$ cat config.mk
export PLATFORM = sky130hd
export DESIGN_NAME = cit_queue
export DESIGN_NICKNAME = d
export VERILOG_FILES = /design/src/sv/cit_pkg.sv /design/src/sv/cit_queue.sv
export SDC_FILE = /design/constraint.sdc
export NUM_CORES = 1
export LEC_CHECK = 0
export BUFFER_PORTS_ARGS = -buffer_cell sky130_fd_sc_hd__buf_4
export CAP_MARGIN = 40
export CORE_ASPECT_RATIO = 1.1
export CORE_UTILIZATION = 50
export DETAILED_ROUTE_END_ITERATION = 10
export PLACE_DENSITY = 0.71
export SYNTH_ARGS = -nofsm -noshare
export SYNTH_HDL_FRONTEND = slang
export SYNTH_SLANG_ARGS = --single-unit
$ cat constraint.sdc
create_clock -name clk -period 6.7 [get_ports clk]
set_clock_uncertainty 0.2 [all_clocks]
set_input_delay 0.335 -clock clk [delete_from_list [all_inputs] [get_ports clk]]
set_output_delay 0.335 -clock clk [all_outputs]
set_load 0.05 [all_outputs]
$ cat src/sv/cit_pkg.sv
// ----------------------------------------------------------------------------
// Cube triangulator package
// Shared widths, payload types and the tetrahedron tables.
// ----------------------------------------------------------------------------
`default_nettype none

package cit_pkg;

    localparam int VALUE_WIDTH = 16;
    localparam int COORD_WIDTH = 16;
    localparam int HALF_WIDTH  = 10;
    localparam int QUOT_WIDTH  = HALF_WIDTH + 1;
    localparam int NUM_WIDTH   = QUOT_WIDTH + VALUE_WIDTH;
    localparam int EXT_WIDTH   = COORD_WIDTH + HALF_WIDTH + 2;
    localparam int NUM_TETRA   = 5;
    localparam int QUEUE_DEPTH = 4;
    localparam int QPTR_WIDTH  = $clog2(QUEUE_DEPTH);
    localparam int QCNT_WIDTH  = $clog2(QUEUE_DEPTH + 1);

    localparam logic [HALF_WIDTH-1:0] HALF_SIZE_RESET = HALF_WIDTH'(10);
    localparam logic [7:0] MASK_X     = 8'h66;
    localparam logic [7:0] MASK_Y     = 8'hCC;
    localparam logic [7:0] MASK_Z     = 8'hF0;
    localparam logic [7:0] ALL_INSIDE = 8'hFF;

    typedef logic [2:0] corner_t;

    typedef struct packed {
        logic signed [COORD_WIDTH-1:0] center_x;
        logic signed [COORD_WIDTH-1:0] center_y;
        logic signed [COORD_WIDTH-1:0] center_z;
        logic signed [VALUE_WIDTH-1:0] corner_value_0;
        logic signed [VALUE_WIDTH-1:0] corner_value_1;
        logic signed [VALUE_WIDTH-1:0] corner_value_2;
        logic signed [VALUE_WIDTH-1:0] corner_value_3;
        logic signed [VALUE_WIDTH-1:0] corner_value_4;
        logic signed [VALUE_WIDTH-1:0] corner_value_5;
        logic signed [VALUE_WIDTH-1:0] corner_value_6;
        logic signed [VALUE_WIDTH-1:0] corner_value_7;
        logic                          split_select;
    } cube_t;

    typedef struct packed {
        logic signed [COORD_WIDTH-1:0] vert_a_x;
        logic signed [COORD_WIDTH-1:0] vert_a_y;
        logic signed [COORD_WIDTH-1:0] vert_a_z;
        logic signed [COORD_WIDTH-1:0] vert_b_x;
        logic signed [COORD_WIDTH-1:0] vert_b_y;
        logic signed [COORD_WIDTH-1:0] vert_b_z;
        logic signed [COORD_WIDTH-1:0] vert_c_x;
        logic signed [COORD_WIDTH-1:0] vert_c_y;
        logic signed [COORD_WIDTH-1:0] vert_c_z;
        logic                          last_triangle;
    } tri_t;

    typedef struct packed {
        corner_t                c0;
        corner_t                c1;
        logic [VALUE_WIDTH-1:0] s0;
        logic [VALUE_WIDTH-1:0] den;
    } vjob_t;

    typedef struct packed {
        vjob_t [2:0]                   v;
        logic signed [COORD_WIDTH-1:0] cx;
        logic signed [COORD_WIDTH-1:0] cy;
        logic signed [COORD_WIDTH-1:0] cz;
        logic                          last;
    } job_t;

    typedef struct packed {
        logic avail;
        logic full;
    } queue_status_t;

    function automatic logic [VALUE_WIDTH-1:0] abs_value(input logic signed [VALUE_WIDTH-1:0] v);
        logic [VALUE_WIDTH-1:0] u;
        u = v;
        return v[VALUE_WIDTH-1] ? (~u + VALUE_WIDTH'(1)) : u;
    endfunction

    function automatic logic [3:0][2:0] split_corners(input logic sel, input logic [2:0] t);
        logic [3:0][2:0] r;
        case ({sel, t})
            4'b0000: r = {3'd1, 3'd3, 3'd4, 3'd0};
            4'b0001: r = {3'd5, 3'd1, 3'd6, 3'd4};
            4'b0010: r = {3'd2, 3'd3, 3'd6, 3'd1};
            4'b0011: r = {3'd7, 3'd3, 3'd6, 3'd4};
            4'b0100: r = {3'd1, 3'd3, 3'd6, 3'd4};
            4'b1000: r = {3'd7, 3'd5, 3'd4, 3'd0};
            4'b1001: r = {3'd7, 3'd2, 3'd6, 3'd5};
            4'b1010: r = {3'd2, 3'd1, 3'd5, 3'd0};
            4'b1011: r = {3'd7, 3'd3, 3'd2, 3'd0};
            4'b1100: r = {3'd7, 3'd2, 3'd5, 3'd0};
            default: r = '0;
        endcase
        return r;
    endfunction

    // Each nibble is one edge: local start corner in the upper two bits.
    function automatic logic [3:0][3:0] edge_list(input logic [3:0] tb);
        logic [3:0][3:0] r;
        case (tb)
            4'd1:    r = {4'h0, 4'h1, 4'h2, 4'h3};
            4'd2:    r = {4'h0, 4'h6, 4'h7, 4'h4};
            4'd3:    r = {4'h2, 4'h6, 4'h7, 4'h3};
            4'd4:    r = {4'h0, 4'hB, 4'h8, 4'h9};
            4'd5:    r = {4'h1, 4'h9, 4'hB, 4'h3};
            4'd6:    r = {4'h4, 4'h8, 4'hB, 4'h7};
            4'd7:    r = {4'h0, 4'hB, 4'h7, 4'h3};
            4'd8:    r = {4'h0, 4'hE, 4'hD, 4'hC};
            4'd9:    r = {4'h2, 4'hE, 4'hD, 4'h1};
            4'd10:   r = {4'h6, 4'hE, 4'hC, 4'h4};
            4'd11:   r = {4'h0, 4'hE, 4'h6, 4'h2};
            4'd12:   r = {4'h9, 4'hD, 4'hC, 4'h8};
            4'd13:   r = {4'h0, 4'hD, 4'h9, 4'h1};
            4'd14:   r = {4'h0, 4'hC, 4'h8, 4'h4};
            default: r = '0;
        endcase
        return r;
    endfunction

    function automatic logic [1:0] tri_count(input logic [3:0] tb);
        logic [1:0] r;
        case (tb)
            4'd0, 4'd15:                     r = 2'd0;
            4'd3, 4'd5, 4'd6, 4'd9, 4'd10, 4'd12: r = 2'd2;
            default:                         r = 2'd1;
        endcase
        return r;
    endfunction

endpackage

`default_nettype wire

$ cat src/sv/cit_queue.sv
// ----------------------------------------------------------------------------
// Cube triangulator job queue
// Short FIFO of triangle jobs between the front end and the back end.
// ----------------------------------------------------------------------------
`default_nettype none

module cit_queue
    import cit_pkg::*;
(
    input  logic          clk,
    input  logic          rst_n,
    input  logic          push,
    input  job_t          wr_job,
    input  logic          pop,
    output job_t          head,
    output queue_status_t stat
);

    job_t                  entry_reg [QUEUE_DEPTH];
    logic [QPTR_WIDTH-1:0] wr_reg, rd_reg;
    logic [QCNT_WIDTH-1:0] cnt_reg, cnt_next;

    assign head       = entry_reg[rd_reg];
    assign stat.avail = (cnt_reg != '0);
    assign stat.full  = (cnt_reg == QCNT_WIDTH'(QUEUE_DEPTH));

    always_comb
    begin
        cnt_next = cnt_reg;
        if (push && !pop)
        begin
            cnt_next = cnt_reg + QCNT_WIDTH'(1);
        end
        else if (pop && !push)
        begin
            cnt_next = cnt_reg - QCNT_WIDTH'(1);
        end
    end

    always_ff @(posedge clk or negedge rst_n)
    begin
        if (!rst_n)
        begin
            wr_reg  <= '0;
            rd_reg  <= '0;
            cnt_reg <= '0;
        end
        else
        begin
            if (push)
            begin
                wr_reg <= wr_reg + QPTR_WIDTH'(1);
            end
            if (pop)
            begin
                rd_reg <= rd_reg + QPTR_WIDTH'(1);
            end
            cnt_reg <= cnt_next;
        end
    end

    always_ff @(posedge clk)
    begin
        if (push)
        begin
            entry_reg[wr_reg] <= wr_job;
        end
    end

endmodule

`default_nettype wire

-- Word level (Yosys, flattened, before mapping)
Memories as Yosys holds them, arrays and structs flattened.
Index checks and enable logic that the tools add are counted.
- output and inout port bits: 165
- register bits: 7
- logic and storage cells: 19
- memories kept: 1
- RAM bits: 652
- bits of input ports: 167
- memories (memory ; words ; bits a word ; read ports ; clocked after memory_dff ; write ports ; RTL line ; source):
    entry_reg ; 4 ; 163 ; 1 ; 0 ; 1 ; cit_queue.sv:19 ; job_t entry_reg [QUEUE_DEPTH];
- eq/ne operators: 1
- add/sub/neg operators: 4
- muxes and demuxes: 4
- reduce and logical (&&, ||, !) cells: 6
- operators by type and width (cell ; number):
    3-bit two-way mux ; 2
    2-bit by 1-bit adder with 2-bit output, second input constant ; 2
    3-bit by 1-bit adder with 3-bit output, second input constant ; 1
    3-bit equality test, second input constant ; 1
    3-bit nonzero test ; 1
    3-bit by 1-bit subtractor with 3-bit output, second input constant ; 1
    1-bit logical AND ; 2
    1-bit zero test ; 2
    1-bit two-way mux ; 2
    2-bit nonzero test ; 1

-- Longest topological paths before layout
- depth in word-level cells: 4
- gate-level depth with buffers: 7
- depth with buffers taken out: 7

-- Least setup slack after synthesis
OpenSTA, ideal clock, no wires.
- path kind: register to register
- from: reg wr_reg[0]
- to: mem entry_reg[2][0] (netlist bit), enable pin
- clock period less this slack: 5079 ps
- required time: 5957 ps
- library setup time: 543 ps
- path slack: 1621 ps
- buffers on the path: 0
- data arrival time: 4336 ps
- cell stages (with the launch flop): 4
- cell sequence: dfrtp_1 -> inv_1 -> ha_1 -> and2_1
- RTL lines (element ; RTL line ; source):
    from (decl) ; cit_queue.sv:20 ; logic [QPTR_WIDTH-1:0] wr_reg, rd_reg;
    from (signal assigned) ; cit_queue.sv:52 ; wr_reg <= wr_reg + QPTR_WIDTH'(1);
    to (decl) ; cit_queue.sv:19 ;
Straight into the memory's write port.

==> summary.md <==
| Metric | Value |
|---|---|
| DR vias/cell | 5.31 |
| Arrival time worst endpoint | 3000 ps |
| RSZ-0062 raised after global routing | false |
| Worst setup margin | 3160 ps |
| Final Cycle Share | 52.8% |
| Syn Inst Count | 886 |
| Die W | 211 um |
| Met2 Resource Use GR | 33.1% |
| Syn Area/Cell | 27.1 um^2 |
| DRC viols | 0 |
| Pin count of the biggest net entering global routing | 93 |
| CTS sink count | 659 |
| Cts bufs inserted | 61 |
| Routability cong. | 0.741 |
| Ys Warns | 0 |
| First-iteration detailed-routing DRC count | 713 |
| Mapped Area | 0.0240 mm^2 |
| First-pass GRT wire length | 71.0 mm |
| Max Fanout on Critical Path | 55 |
| Total vias in the final route | 11200 |
| Initial antenna violation count | 2 |
| #FFs+latches synth | 659 |
| CP Capture Type | primary output |
| Max FFs per register | 652 |
| Pwr per Cell Area | 488 mW/mm^2 |
| Routed wire length | 46.5 mm |
| Row count | 83 |
| Number of global-route vias before repair | 12300 |
| Area of the multi-input gates | 0.00388 mm^2 |
| Fraction of layout cells with a size suffix above 1 | 41.3% |
| P&R area growth vs syn | 28.1% |
| Max-cap violations | 0 |
| Top FF cell, synth | edfxtp_1 |
| Final min period | 3540 ps |
| Synth cell count leaders | 652 x edfxtp_1, 163 x mux4_2, 16 x buf_2 |
| Worst Tran Pin Value | 847 ps |
| Sequential fraction of the synthesis area | 82.2% |
| Setup violations, final | 0 |
| Peak supply drop | 0.325 mV |
| Full die area | 0.0490 mm^2 |
| Final hold vios | 0 |
| Clock latency on the worst-skew pair | 600 ps |
| Cell variety after synth | 20 |
| Met1 GRT Util | 24.4% |
| TritonCTS clock tree | built |
| # port buffers | 331 |
| Status | completed |
| Clock-pin slew on the worst setup and hold paths | 60 ps |
| WP data required | 6160 ps |
| Drt pass-1 iters | 4 |
| Max Root-Sink Buffers | 3 |
| Area share of the largest cell type after synthesis | 81.5% |
| Pins Over Slew Limit | 0 |
| Fillers | 3022 |
| H-tree depth | 2 |
| Number of flops mapped to enable cells by yosys | 652 |
| Post-CTS Setup Bufs | 0 |
| Die height | 232 um |
| CTS root buf | clkbuf_16 |
| Storage cell area | 0.0198 mm^2 |
| Syn nets | 1059 |
| Worst setup SP type | flip-flop |
| Max-slew headroom | 43.5% |
| Fmax | 0.283 GHz |
| Core area | 0.0470 mm^2 |
| WL per Instance | 22.0 um |
| Tot Pwr | 15000 uW |
| Dominant cell type by area after synthesis | edfxtp_1 |
| TNS Setup | 0 ps |
| Ranking of synthesized cells by area | edfxtp_1 81%, mux4_2 15%, buf_12 0.92% |
| Pre-CTS setup slack | 3560 ps |
| Nets | 1601 |
| Total track usage | 19.3% |
| Most numerous cell in the Yosys netlist | edfxtp_1 |
| GRT overflow | 0 |
| Hold WC Path Type | input port to flip-flop |
| GRT Max-Usage Layer | met2 |
| Fraction of registers with async set or reset after synthesis | 1.06% |
| Worst setup path class | flip-flop to primary output |
| GR met3 Demand/Resource | 5.15% |
| Post-route ant nets | 0 |
| HPWL Detailed | 26.9 mm |
| Static leakage | 0.0106 uW |
| Io pins | 332 |
| Initial Util | 51.1% |
[cell type report]
type / instances / share of cell area, %
Timing Repair Buffer: 516 / 14.2
Multi-Input combinational cell: 186 / 12.6
Clock inverter: 36 / 1.00
Inverter: 4 / 0.0488
Antenna cell: 1 / 0.00813
Tap cell: 637 / 2.59
Sequential cell: 659 / 64.2
Clock buffer: 76 / 5.34
[critical path, stage by stage (launching register included)]
cell and delay [ps]:
dfrtp_4 980, buf_4 720, mux4_2 430, buf_4 210
[final timing paths]
path,to,startpoint,cells past startpoint,slack (ps)
max in group asynchronous,rd_reg[1]$_DFFE_PN0P_,rst_n,3,5460
worst min register to register,cnt_reg[2]$_DFFE_PN0P_,cnt_reg[2]$_DFFE_PN0P_,1,300
worst max-delay path,head[116],rd_reg[1]$_DFFE_PN0P_,3,3160
worst min-delay path,entry_reg[2][139]$_DFFE_PP_,wr_job[139],2,260
worst max register to register,entry_reg[0][69]$_DFFE_PP_,wr_reg[0]$_DFFE_PN0P_,5,3600
min in group asynchronous,cnt_reg[2]$_DFFE_PN0P_,rst_n,3,530
[metal layers]
metal / up-vias / wire length [um] / part of all wire (%)
li1: 4929 / - / -
met1: 5897 / 18300 / 39
met2: 337 / 24100 / 52
met3: 72 / 3280 / 7.1
met4: 2 / 904 / 1.9
met5: - / 11 / 0.024
[power breakdown]
group	switching [uW]	internal [uW]
Combinational	3930	2070
Clock	1430	1930
Sequential	277	5390
Total	5640	9380
[cell families after synthesis]
| logic type | Yosys count | synth area share, % |
|---|---|---|
| xor+xnor | 6 | 0.219 |
| fa+ha+maj | 6 | 0.344 |
| flops | 659 | 82.2 |
| simple gates | 9 | 0.208 |
| compound gates | 1 | 0.0208 |
| mux | 164 | 15.3 |
| buf+inv | 41 | 1.70 |
[layout by cell type, fill, tap and decap left out, types with 5 or more instances in the layout]
cell type,n
buf_4,344
bufinv_16,5
clkbuf_1,11
clkbuf_16,63
clkinv_1,10
clkinv_2,16
dfrtp_1,5
dlygate4sd3_1,167
edfxtp_1,652
ha_1,5
mux4_2,163
[through the flow]
stage | cells | utilization (%) | hold slack (ps) | area (um^2)
4_1_cts | 2114 | 65.5 | 213 | 30800
5_1_grt | 2115 | 65.5 | 234 | 30800
3_3_place_gp | 1831 | 57.5 | -43.3 | 27100
6_report | 2115 | 65.5 | 263 | 30800
3_5_place_dp | 1835 | 57.8 | -40.6 | 27200
2_1_floorplan | 886 | - | -161 | 24000
[repair_timing]
action,4_1_cts,5_1_grt
endpoints found under the setup margin,0,0
resized for setup,0,0
endpoints found under the hold margin,664,0
hold buffers,167,0
No activity file was read; power rests on OpenSTA's default activity.
