<file path="config.mk">
export PLATFORM = sky130hd
export DESIGN_NAME = cit_front
export DESIGN_NICKNAME = d
export VERILOG_FILES = /design/src/sv/cit_pkg.sv /design/src/sv/cit_front.sv
export SDC_FILE = /design/constraint.sdc
export NUM_CORES = 1
export LEC_CHECK = 0
export BUFFER_PORTS_ARGS = -buffer_cell sky130_fd_sc_hd__buf_4
export CAP_MARGIN = 30
export CORE_MARGIN = 5
export CORE_UTILIZATION = 45
export CTS_CLUSTER_SIZE = 20
export DETAILED_ROUTE_END_ITERATION = 7
export HOLD_SLACK_MARGIN = 0.03
export PLACE_DENSITY = 0.66
export SYNTH_ARGS = -nofsm -noshare
export SYNTH_HDL_FRONTEND = slang
export SYNTH_SLANG_ARGS = --single-unit
</file>
<file path="constraint.sdc">
create_clock -name clk -period 10.98 [get_ports clk]
set_input_delay 0.549 -clock clk [delete_from_list [all_inputs] [get_ports clk]]
set_output_delay 0.549 -clock clk [all_outputs]
set_load 0.01 [all_outputs]
</file>
<file path="src/sv/cit_pkg.sv">
// ----------------------------------------------------------------------------
// Cube triangulator package
// Shared widths, payload types and the tetrahedron tables.
// ----------------------------------------------------------------------------
`default_nettype none

package cit_pkg;

    localparam int VALUE_WIDTH = 16;
    localparam int COORD_WIDTH = 16;
    localparam int HALF_WIDTH  = 10;
    localparam int QUOT_WIDTH  = HALF_WIDTH + 1;
    localparam int NUM_WIDTH   = QUOT_WIDTH + VALUE_WIDTH;
    localparam int EXT_WIDTH   = COORD_WIDTH + HALF_WIDTH + 2;
    localparam int NUM_TETRA   = 5;
    localparam int QUEUE_DEPTH = 4;
    localparam int QPTR_WIDTH  = $clog2(QUEUE_DEPTH);
    localparam int QCNT_WIDTH  = $clog2(QUEUE_DEPTH + 1);

    localparam logic [HALF_WIDTH-1:0] HALF_SIZE_RESET = HALF_WIDTH'(10);
    localparam logic [7:0] MASK_X     = 8'h66;
    localparam logic [7:0] MASK_Y     = 8'hCC;
    localparam logic [7:0] MASK_Z     = 8'hF0;
    localparam logic [7:0] ALL_INSIDE = 8'hFF;

    typedef logic [2:0] corner_t;

    typedef struct packed {
        logic signed [COORD_WIDTH-1:0] center_x;
        logic signed [COORD_WIDTH-1:0] center_y;
        logic signed [COORD_WIDTH-1:0] center_z;
        logic signed [VALUE_WIDTH-1:0] corner_value_0;
        logic signed [VALUE_WIDTH-1:0] corner_value_1;
        logic signed [VALUE_WIDTH-1:0] corner_value_2;
        logic signed [VALUE_WIDTH-1:0] corner_value_3;
        logic signed [VALUE_WIDTH-1:0] corner_value_4;
        logic signed [VALUE_WIDTH-1:0] corner_value_5;
        logic signed [VALUE_WIDTH-1:0] corner_value_6;
        logic signed [VALUE_WIDTH-1:0] corner_value_7;
        logic                          split_select;
    } cube_t;

    typedef struct packed {
        logic signed [COORD_WIDTH-1:0] vert_a_x;
        logic signed [COORD_WIDTH-1:0] vert_a_y;
        logic signed [COORD_WIDTH-1:0] vert_a_z;
        logic signed [COORD_WIDTH-1:0] vert_b_x;
        logic signed [COORD_WIDTH-1:0] vert_b_y;
        logic signed [COORD_WIDTH-1:0] vert_b_z;
        logic signed [COORD_WIDTH-1:0] vert_c_x;
        logic signed [COORD_WIDTH-1:0] vert_c_y;
        logic signed [COORD_WIDTH-1:0] vert_c_z;
        logic                          last_triangle;
    } tri_t;

    typedef struct packed {
        corner_t                c0;
        corner_t                c1;
        logic [VALUE_WIDTH-1:0] s0;
        logic [VALUE_WIDTH-1:0] den;
    } vjob_t;

    typedef struct packed {
        vjob_t [2:0]                   v;
        logic signed [COORD_WIDTH-1:0] cx;
        logic signed [COORD_WIDTH-1:0] cy;
        logic signed [COORD_WIDTH-1:0] cz;
        logic                          last;
    } job_t;

    typedef struct packed {
        logic avail;
        logic full;
    } queue_status_t;

    function automatic logic [VALUE_WIDTH-1:0] abs_value(input logic signed [VALUE_WIDTH-1:0] v);
        logic [VALUE_WIDTH-1:0] u;
        u = v;
        return v[VALUE_WIDTH-1] ? (~u + VALUE_WIDTH'(1)) : u;
    endfunction

    function automatic logic [3:0][2:0] split_corners(input logic sel, input logic [2:0] t);
        logic [3:0][2:0] r;
        case ({sel, t})
            4'b0000: r = {3'd1, 3'd3, 3'd4, 3'd0};
            4'b0001: r = {3'd5, 3'd1, 3'd6, 3'd4};
            4'b0010: r = {3'd2, 3'd3, 3'd6, 3'd1};
            4'b0011: r = {3'd7, 3'd3, 3'd6, 3'd4};
            4'b0100: r = {3'd1, 3'd3, 3'd6, 3'd4};
            4'b1000: r = {3'd7, 3'd5, 3'd4, 3'd0};
            4'b1001: r = {3'd7, 3'd2, 3'd6, 3'd5};
            4'b1010: r = {3'd2, 3'd1, 3'd5, 3'd0};
            4'b1011: r = {3'd7, 3'd3, 3'd2, 3'd0};
            4'b1100: r = {3'd7, 3'd2, 3'd5, 3'd0};
            default: r = '0;
        endcase
        return r;
    endfunction

    // Each nibble is one edge: local start corner in the upper two bits.
    function automatic logic [3:0][3:0] edge_list(input logic [3:0] tb);
        logic [3:0][3:0] r;
        case (tb)
            4'd1:    r = {4'h0, 4'h1, 4'h2, 4'h3};
            4'd2:    r = {4'h0, 4'h6, 4'h7, 4'h4};
            4'd3:    r = {4'h2, 4'h6, 4'h7, 4'h3};
            4'd4:    r = {4'h0, 4'hB, 4'h8, 4'h9};
            4'd5:    r = {4'h1, 4'h9, 4'hB, 4'h3};
            4'd6:    r = {4'h4, 4'h8, 4'hB, 4'h7};
            4'd7:    r = {4'h0, 4'hB, 4'h7, 4'h3};
            4'd8:    r = {4'h0, 4'hE, 4'hD, 4'hC};
            4'd9:    r = {4'h2, 4'hE, 4'hD, 4'h1};
            4'd10:   r = {4'h6, 4'hE, 4'hC, 4'h4};
            4'd11:   r = {4'h0, 4'hE, 4'h6, 4'h2};
            4'd12:   r = {4'h9, 4'hD, 4'hC, 4'h8};
            4'd13:   r = {4'h0, 4'hD, 4'h9, 4'h1};
            4'd14:   r = {4'h0, 4'hC, 4'h8, 4'h4};
            default: r = '0;
        endcase
        return r;
    endfunction

    function automatic logic [1:0] tri_count(input logic [3:0] tb);
        logic [1:0] r;
        case (tb)
            4'd0, 4'd15:                     r = 2'd0;
            4'd3, 4'd5, 4'd6, 4'd9, 4'd10, 4'd12: r = 2'd2;
            default:                         r = 2'd1;
        endcase
        return r;
    endfunction

endpackage

`default_nettype wire

</file>
<file path="src/sv/cit_front.sv">
// ----------------------------------------------------------------------------
// Cube triangulator front end
// Accepts cubes, classifies the tetrahedra and issues one triangle job a cycle while the queue is not full.
// ----------------------------------------------------------------------------
`default_nettype none

module cit_front
    import cit_pkg::*;
(
    input  logic          clk,
    input  logic          rst_n,
    input  logic          cube_valid,
    output logic          cube_stall,
    input  cube_t         cube,
    output logic          push,
    output job_t          job,
    input  queue_status_t qstat
);

    logic                          busy_reg, busy_next;
    logic [2:0]                    tet_reg, tet_next;
    logic                          sub_reg, sub_next;
    logic [7:0]                    neg_reg;
    logic                          sel_reg;
    logic signed [VALUE_WIDTH-1:0] val_reg [8];
    logic signed [COORD_WIDTH-1:0] cx_reg, cy_reg, cz_reg;

    logic signed [VALUE_WIDTH-1:0] in_val [8];
    logic [7:0]                    in_neg;
    logic                          accept, mixed;
    logic [3:0][2:0]               tcs [NUM_TETRA];
    logic [3:0]                    tbs [NUM_TETRA];
    logic [1:0]                    ntri [NUM_TETRA];
    logic                          later_any, last_in_tet;
    logic [1:0]                    cur_n;
    logic [3:0][3:0]               cur_e;
    logic [3:0][2:0]               cur_tc;
    logic [1:0]                    lidx [3];
    logic [3:0]                    pair;
    corner_t                       c0, c1;
    logic [VALUE_WIDTH-1:0]        a0, a1;

    assign in_val[0] = cube.corner_value_0;
    assign in_val[1] = cube.corner_value_1;
    assign in_val[2] = cube.corner_value_2;
    assign in_val[3] = cube.corner_value_3;
    assign in_val[4] = cube.corner_value_4;
    assign in_val[5] = cube.corner_value_5;
    assign in_val[6] = cube.corner_value_6;
    assign in_val[7] = cube.corner_value_7;

    always_comb
    begin
        for (int n = 0; n < 8; n++)
        begin
            in_neg[n] = in_val[n][VALUE_WIDTH-1];
        end
        mixed = (in_neg != 8'h00) && (in_neg != ALL_INSIDE);

        later_any = 1'b0;
        for (int t = 0; t < NUM_TETRA; t++)
        begin
            tcs[t] = split_corners(sel_reg, 3'(t));
            for (int k = 0; k < 4; k++)
            begin
                tbs[t][k] = neg_reg[tcs[t][k]];
            end
            ntri[t] = tri_count(tbs[t]);
            if ((3'(t) > tet_reg) && (ntri[t] != 2'd0))
            begin
                later_any = 1'b1;
            end
        end

        cur_n  = ntri[tet_reg];
        cur_e  = edge_list(tbs[tet_reg]);
        cur_tc = tcs[tet_reg];

        lidx[0] = {1'b0, sub_reg};
        lidx[1] = {1'b0, sub_reg} + 2'd1;
        lidx[2] = (cur_n == 2'd1) ? 2'd2 : 2'd3;

        pair = '0;
        c0   = '0;
        c1   = '0;
        a0   = '0;
        a1   = '0;
        for (int v = 0; v < 3; v++)
        begin
            pair = cur_e[lidx[v]];
            c0   = cur_tc[pair[3:2]];
            c1   = cur_tc[pair[1:0]];
            a0   = abs_value(val_reg[c0]);
            a1   = abs_value(val_reg[c1]);
            job.v[v].c0  = c0;
            job.v[v].c1  = c1;
            job.v[v].s0  = a0;
            job.v[v].den = a0 + a1;
        end
        job.cx = cx_reg;
        job.cy = cy_reg;
        job.cz = cz_reg;

        last_in_tet = (cur_n == 2'd1) || sub_reg;
        job.last    = last_in_tet && !later_any;

        push       = busy_reg && (cur_n != 2'd0) && !qstat.full;
        cube_stall = busy_reg && !(push && job.last);
        accept     = cube_valid && !cube_stall;

        busy_next = busy_reg;
        tet_next  = tet_reg;
        sub_next  = sub_reg;
        if (accept)
        begin
            busy_next = mixed;
            tet_next  = 3'd0;
            sub_next  = 1'b0;
        end
        else if (busy_reg)
        begin
            if (cur_n == 2'd0)
            begin
                if (tet_reg == 3'(NUM_TETRA - 1))
                begin
                    busy_next = 1'b0;
                end
                else
                begin
                    tet_next = tet_reg + 3'd1;
                end
            end
            else if (push)
            begin
                if (job.last)
                begin
                    busy_next = 1'b0;
                end
                else if (last_in_tet)
                begin
                    tet_next = tet_reg + 3'd1;
                    sub_next = 1'b0;
                end
                else
                begin
                    sub_next = 1'b1;
                end
            end
        end
    end

    always_ff @(posedge clk or negedge rst_n)
    begin
        if (!rst_n)
        begin
            busy_reg <= 1'b0;
            tet_reg  <= 3'd0;
            sub_reg  <= 1'b0;
        end
        else
        begin
            busy_reg <= busy_next;
            tet_reg  <= tet_next;
            sub_reg  <= sub_next;
        end
    end

    always_ff @(posedge clk)
    begin
        if (accept)
        begin
            neg_reg <= in_neg;
            sel_reg <= cube.split_select;
            cx_reg  <= cube.center_x;
            cy_reg  <= cube.center_y;
            cz_reg  <= cube.center_z;
            for (int n = 0; n < 8; n++)
            begin
                val_reg[n] <= in_val[n];
            end
        end
    end

endmodule

`default_nettype wire

</file>
Yosys cells after proc, flatten, opt, wreduce, memory -nomap -nowiden. Memory sizes are Yosys's and may differ from the RTL's. Cells that the tools add are included.

Add/sub/neg operators: 11. Multiply operators: 0. Div/mod/pow operators: 0. Order comparisons: 35. Equality and inequality tests: 7. Shift operators: 0. Multiplexer cells: 105. Bitwise logic cells: 8. Reduce and logical (&&, ||, !) cells: 31.

Operators with widths (count): case mux 12 bit (2 select lines) (5); adder 16 x 1 -> 16 bit (second input constant) (6); 2-to-1 mux 16 bit (6); inverter 16 bit (6); less-than comparator 3 x 4 -> 1 bit (second input constant) (20); binary-select mux 1 bit (select 3 bit) (20); adder 16 bit (3); 2-to-1 mux 1 bit (40); 2-to-1 mux 3 bit (13); binary-select mux 12 bit (select 3 bit) (1); binary-select mux 3 bit (select 2 bit) (6); less-than comparator 2 x 3 -> 1 bit (second input constant) (8); 2-to-1 mux 12 bit (2); 2-to-1 mux 4 bit (6); binary-select mux 4 bit (select 2 bit) (2); nonzero test 2 bit (8); binary-select mux 4 bit (select 3 bit) (1); logical AND 1 bit (12); inequality test 8 bit (second input constant) (1); nonzero test 8 bit (1); binary-select mux 2 bit (select 3 bit) (1); greater-than comparator 1 x 3 -> 1 bit (first input constant) (2); greater-than comparator 2 x 3 -> 1 bit (first input constant) (2); nonzero test 3 bit (2); other kinds (19) (23).

Flip-flop bits (word level): 62. Latch bits: 0. RAM bits: 128. ROM bits: 416. Input bits: 182. Output and inout bits: 165. Word-level logic and storage cells: 212. Memories: 7.

Memory list: (name not given) (words 16, width 16, rd ports 1, clocked after memory_dff 0, wr ports 0, line cit_pkg.sv:103) `case (tb)`; val_reg (words 8, width 16, rd ports 6, clocked after memory_dff 0, wr ports 8, line cit_front.sv:25) `logic signed [VALUE_WIDTH-1:0] val_reg [8];`; (name not given) (words 16, width 2, rd ports 1, clocked after memory_dff 0, wr ports 0, line cit_pkg.sv:125) `case (tb)`; (name not given) (words 16, width 2, rd ports 1, clocked after memory_dff 0, wr ports 0, line cit_pkg.sv:125); (name not given) (words 16, width 2, rd ports 1, clocked after memory_dff 0, wr ports 0, line cit_pkg.sv:125); (name not given) (words 16, width 2, rd ports 1, clocked after memory_dff 0, wr ports 0, line cit_pkg.sv:125); +1 memories.

Depth between registers and ports, before layout. Gate-level depths: netlist of run 1. An unclocked memory read counts as a cell.

Word-level depth: 21. Depth in mapped cells: 38.

Worst setup path after synthesis of run 1. OpenSTA, ideal clock, no wires.

Kind: register to output. Start point: register tet_reg[0]. End point: output job[64] (netlist bit). Data arrival time: 7.537 ns. Setup slack: 2.894 ns. Stages on the path, launching flop included: 38. Path buffers: 6. Cell sequence: dfrtp_1 buf_6 inv_2 buf_2 o21ai_0 o32ai_2 inv_1 ha_1 o21ai_0 a311o_1 o21ai_2 mux4_2 buf_6 buf_2 buf_1 buf_1 mux2_2 nand2_1 [2 not listed] ha_1 nand2_1 o21ai_0 ha_1 a21o_1 a21oi_1 o21bai_1 a21oi_1 o21bai_1 a21oi_1 o21bai_1 a21oi_1 nor2_1 a32o_1 nor3_1 o41ai_2 a21oi_1 xnor2_1.

RTL lines: from (decl) (line cit_front.sv:21) `logic [2:0] tet_reg, tet_next;`; from (signal assigned) (line cit_front.sv:163) `tet_reg <= tet_next;`; to (decl) (line cit_front.sv:16) `output job_t job,`.

==> impl_metrics.yaml, run 1 <==
clock_tree:
  cts_buffers: 17
  root_buffer: "clkbuf_16"
  clock_latency_ns: 0.46
  clk_path_buf_depth: 2
  cts.clk_slew.worst_paths_ns: 0.07
  cts_max_level: 4
  postCtsSetupBuffers: 0
  cts_tree: "done"
  cts_sinks: 182
global_route:
  grt_pass1_vias: 17700
  grt_pass1_wl_mm: 104
  grt_use_met3_pct: 6.09
  grt_max_degree: 172
  overflow: 0
  busiest_layer: "met2"
  met1_usage_pct: 38.4
  antenna_found_initial: 0
  use_met2_pct: 43.0
  grtUsageTotal_pct: 27.6
sta:
  fmax_mhz: 99.0
  min_period_ns: 10.10
  rsz0062_at_grt: "false"
  worst_pin_slew_ns: 1.07
  min_period_over_period_pct: 92.0
  slew_headroom_pct: 28.9
  final-max-slew-violation-count: 0
  setup-tns-final_ns: 0
  clock_skew_ns: 0.0208
  final-setup-viol-count: 0
  hold_viol_final: 0
run:
  maxCapViolations: 0
yosys:
  syn_nets: 2348
  synth_top_family_by_area: "multiplexers"
  synthArstFlopShare_pct: 2.75
  synth_fa_ha_area_share_pct: 5.03
  synthMuxAreaShare_pct: 24.9
  yosys_warnings: 0
  netlist.area_leader.share_pct: 26.9
  synth_ff_type: "edfxtp_1"
  synth.cell_area_sq_mm: 0.0198
  synth_compound_area_share_pct: 18.0
  synth_area_leaders: "edfxtp_1 (27%), mux2i_1 (17%), mux2_2 (5.0%)"
  synth_edf_count: 177
  synth_xor_area_share_pct: 6.34
  yosysTopAreaCell: "edfxtp_1"
  ys_types: 124
  ys_seq_area_share_pct: 27.5
  synth.avg_cell_area_sq_um: 9.46
  ys_seq_elements: 182
  postSynthCellCount: 2090
  synthSimpleGateAreaFrac_pct: 13.0
placement:
  io_buffers: 345
  globalplace.congestion: 0.958
  dp_hpwl_mm: 52.8
floorplanning:
  ios: 347
  initial_core_util_pct: 45.7
  die_w_um: 220
  core_area_sq_mm: 0.0433
  dieArea_sq_mm: 0.0482
  row_count: 76
  die-height_um: 220
setup_path:
  cp_common_cell: "a21oi_1"
  cp.required_ns: 10.43
  cp-start-kind: "flip-flop"
  crit_arrival_ns: 9.55
  cp-end-kind: "output port"
  crit_type: "reg -> out"
  cp_slowest_stage_delay_ns: 0.76
  cp_max_fo: 29
  crit_slowest_cell: "a21oi_4"
detailed_routing:
  ant_nets: 0
  drc_errors: 0
  routed_wl_mm: 69.5
  viasPerCell: 6.16
  num_vias: 18200
  dr.pass1.iters: 6
  drtIter0Drc: 1988
  wl_per_cell_um: 23.5
layout:
  final_common_cell: "buf_4"
  diodes: 0
  layout.nets: 2619
  largest_register_ffs: 121
  area_growth_pct: 17.8
  most-common-layout-cells: "buf_4 (375), mux2i_1 (341), edfxtp_1 (177)"
  drive_gt1_share_pct: 25.0
outcome:
  status: "finished, final reports clean"
worst_hold_path:
  min_path_type: "in -> reg"
## through the flow
| stage | area [sq um] | hold slack [ns] | cells | worst slack (ns) | util (%) |
|---|---|---|---|---|---|
| final | 23300 | 0.265 | 2957 | 0.880 | 53.8 |
| after global routing | 23300 | 0.241 | 2957 | 0.147 | 53.8 |
| after CTS | 23300 | 0.240 | 2957 | 1.03 | 53.8 |
| after detailed placement | 22700 | 0.358 | 2926 | 1.57 | 52.5 |
| after global placement | 22700 | 0.355 | 2924 | 1.74 | 52.4 |
| after floorplan | 19800 | 0.253 | 2090 | 2.89 | - |
## Yosys cell counts (20+ instances only)
library cell and n:
a31oi_1 20, nor2b_1 25, buf_2 46, mux2i_1 344, nor3_1 50, xnor2_1 88
nand3_1 47, nor2_1 110, mux2_2 87, o211ai_1 29, a21oi_1 138, clkbuf_1 32
a211oi_1 38, o21ai_0 101, xor2_1 47, edfxtp_1 177, ha_1 73, nand2_1 162
inv_1 71
## what timing repair did
| item | in CTS | in global routing |
|---|---|---|
| hold buffers | 1 | 0 |
| resized for setup | 0 | 0 |
| hold endpoints to repair | 5 | 0 |
## area by class of cell
| class | instances | area, sq um |
|---|---|---|
| multi-input cells | 1701 | 13300 |
| fillers | 3926 | 20000 |
| repair buffers | 379 | 2890 |
| well taps | 585 | 732 |
| inverters | 80 | 305 |
| clock buffers | 19 | 433 |
| flip-flops and latches | 182 | 5440 |
| clock inverters | 11 | 128 |
## kinds of logic (layout without fill, tap and decap cells)
group,Yosys count,in the layout
xor+xnor,139,139
simple gates,514,514
flops,182,182
fa+ha+maj,78,78
mux,459,459
buf+inv,207,489
compound gates,511,511
## worst max-delay path, delay by kind of cell, from the launching register on
kind / cells / cell delay (ns)
AOI/OAI and AO/OA: 20 / 5.72
DFF: 1 / 0.74
buffers and inverters: 5 / 1.40
xor gates and xnor gates: 1 / 0.16
adders and majority gates: 2 / 0.60
and+or+nand+nor: 2 / 0.45
## routing by layer
layer / part of all wire [%] / wire length [um]
met2: 45 / 31000
met1: 43 / 30200
met5: 0 / 0
met3: 9.3 / 6460
met4: 2.6 / 1780
## path summary, 6_finish.rpt
kind | from | to | slack [ns] | cells past startpoint
worst max register to register | neg_reg[1] | val_reg[6][12] | 5.30 | 16
worst min-delay path | cube[0] | sel_reg | 0.27 | 1
worst max-delay path | tet_reg[0] | job[102] | 0.88 | 30
worst min register to register | busy_reg | sub_reg | 0.64 | 2
min in group asynchronous | rst_n | busy_reg | 0.43 | 2
max in group asynchronous | rst_n | sub_reg | 10.44 | 2
Power of run 1 is left out: the tool's default activity adds up to more than one toggle a clock period on the data nets, which glitch-free logic cannot reach.
==> inputs of run 2 (changes only) <==
--- a/config.mk
+++ b/config.mk
@@ -5,6 +5,7 @@
 export SDC_FILE = /design/constraint.sdc
 export NUM_CORES = 1
 export LEC_CHECK = 0
+export ABC_AREA = 1
 export BUFFER_PORTS_ARGS = -buffer_cell sky130_fd_sc_hd__buf_4
 export CAP_MARGIN = 30
 export CORE_MARGIN = 5
==> run 2 against run 1 <==
  * Clock skew shrank 0.0033 ns
  * Register-to-register slack gained 0.70 ns
  * Utilization shrank 1.3 points
  * Critical path depth grew 10
  * Sequential share of layout area grew 0.10 points
  * Critical endpoint is now job[100]
==> impl_metrics.yaml, run 2 <==
outcome:
  status: "finished, final reports clean"
layout:
  diodes: 0
  largest_register_ffs: 121
  area_growth_pct: 15.7
  drive_gt1_share_pct: 17.3
  most-common-layout-cells: "nand2_1 (959), nand3_1 (394), buf_4 (369)"
  layout.nets: 3516
  final_common_cell: "nand2_1"
  stdcell_count: 3863
floorplanning:
  core_area_sq_mm: 0.0441
  die_w_um: 221
  dieArea_sq_mm: 0.0488
  row_count: 77
  die-height_um: 221
  initial_core_util_pct: 45.4
  ios: 347
setup_path:
  critical_path.top_delay_family: "compound AO/OA/AOI/OAI gates"
  worst-path-buf-inv: 8
  crit_arrival_ns: 8.44
  crit_slowest_cell: "buf_4"
  cp_slowest_stage_delay_ns: 0.68
  crit_type: "reg -> out"
  cp_common_cell: "nand2_1"
  cp.required_ns: 10.43
  cp-end-kind: "output port"
  cp-start-kind: "flip-flop"
  cp_max_fo: 71
detailed_routing:
  num_vias: 22400
  viasPerCell: 5.81
  ant_nets: 0
  routed_wl_mm: 80.5
  wl_per_cell_um: 20.8
  drtIter0Drc: 2386
  drc_errors: 0
  dr.pass1.iters: 6
clock_tree:
  clk_path_buf_depth: 2
  cts_buffers: 17
  postCtsSetupBuffers: 0
  cts_tree: "done"
  cts_max_level: 4
  root_buffer: "clkbuf_16"
  cts.clk_slew.worst_paths_ns: 0.09
  cts_sinks: 182
  clock_latency_ns: 0.50
sta:
  clock_skew_ns: 0.0175
  rsz0062_at_grt: "false"
  hold_viol_final: 0
  fmax_mhz: 111
  final-setup-viol-count: 0
  final-max-slew-violation-count: 0
  slew_headroom_pct: 30.8
  min_period_ns: 8.99
  setup-tns-final_ns: 0
  setup_slack_ns: 1.99
  min_period_over_period_pct: 81.9
  worst_pin_slew_ns: 1.04
yosys:
  synthArstFlopShare_pct: 2.75
  yosys_warnings: 0
  syn_nets: 3276
  synth.avg_cell_area_sq_um: 6.63
  postSynthCellCount: 3018
  synth.cell_area_sq_mm: 0.0200
  netlist.area_leader.share_pct: 26.5
  synth_area_leaders: "edfxtp_1 (27%), nand2_1 (18%), nand3_1 (9.8%)"
  yosysTopAreaCell: "edfxtp_1"
  synth_most_common_cell: "nand2_1"
  ys_seq_elements: 182
  ys_seq_area_share_pct: 27.2
  synth_edf_count: 177
  synth_ff_type: "edfxtp_1"
  ys_types: 64
  synth_common_cells: "nand2_1 (961), nand3_1 (394), inv_1 (318)"
worst_hold_path:
  min_path_type: "in -> reg"
global_route:
  overflow: 0
  antenna_found_initial: 1
  grt_pass1_wl_mm: 122
  grtUsageTotal_pct: 31.5
  grt_max_degree: 77
  grt_pass1_vias: 21400
placement:
  io_buffers: 345
  dp_hpwl_mm: 60.2
  globalplace.congestion: 0.992
  place_ws_ns: 2.66
  dp.cells: 3830
run:
  maxCapViolations: 0
run 2: changes by cell type in the layout (fill, tap and decap cells not counted), sizes merged, moves of 18 or more:
cell,before,now
xnor2,88,32
inv,81,369
mux2,97,0
o21ai,121,240
and2,20,2
nor2,114,132
o211ai,30,142
a211oi,41,1
nor3,56,14
a21oi,140,89
nor2b,26,1
nand2,167,1021
nand3,47,407
mux2i,349,2
run 2: cells by family after synthesis:
group	synth area share (%)
xor gates and xnor gates	4.24
adders and majority gates	4.86
buffers and inverters	12.1
DFF	27.2
muxes	0.100
and+or+nand+nor	35.2
AOI/OAI and AO/OA	16.3
run 2: final timing paths:
| kind | slack [ns] | cells after the start | startpoint | endpoint |
|---|---|---|---|---|
| min | 0.22 | 1 | cube[26] | val_reg[6][9] |
| max reg2reg | 6.00 | 17 | sel_reg | neg_reg[4] |
| max in group asynchronous | 10.48 | 2 | rst_n | tet_reg[2] |
| max | 1.99 | 40 | tet_reg[0] | job[100] |
| min reg2reg | 0.73 | 4 | busy_reg | busy_reg |
| min in group asynchronous | 0.39 | 2 | rst_n | busy_reg |
run 2: routing by layer:
metal	share of wire, %	global-route usage [%]
met5	0	0
met4	5.4	16.7
met3	12	8.96
met2	44	49.4
met1	39	39.5
run 2: layout make-up:
class                           instances  area, sq um
Fill cell                            4389        21000
Multi-Input combinational cell       2320        12200
Sequential cell                       182         5440
Timing Repair Buffer                  371         2800
Inverter                              366         1380
Tap cell                              592          741
Clock buffer                           17          425
Clock inverter                         15          198
run 2: per-stage QoR:
stage | hold slack (ns) | instance area (sq um) | utilization [%]
global route | 0.190 | 23200 | 52.5
detailed placement | 0.354 | 22500 | 51.1
global placement | 0.355 | 22500 | 51.0
floorplan | 0.253 | 20000 | -
finish | 0.217 | 23200 | 52.5
CTS | 0.176 | 23200 | 52.5
run 2: repair_timing:
action / 4_1_cts / 5_1_grt
endpoints found under the setup margin: 0 / 0
endpoints found under the hold margin: 5 / 0
hold buffers: 1 / 0
gates resized for setup: 0 / 0
Power of run 2 is left out for the same reason.
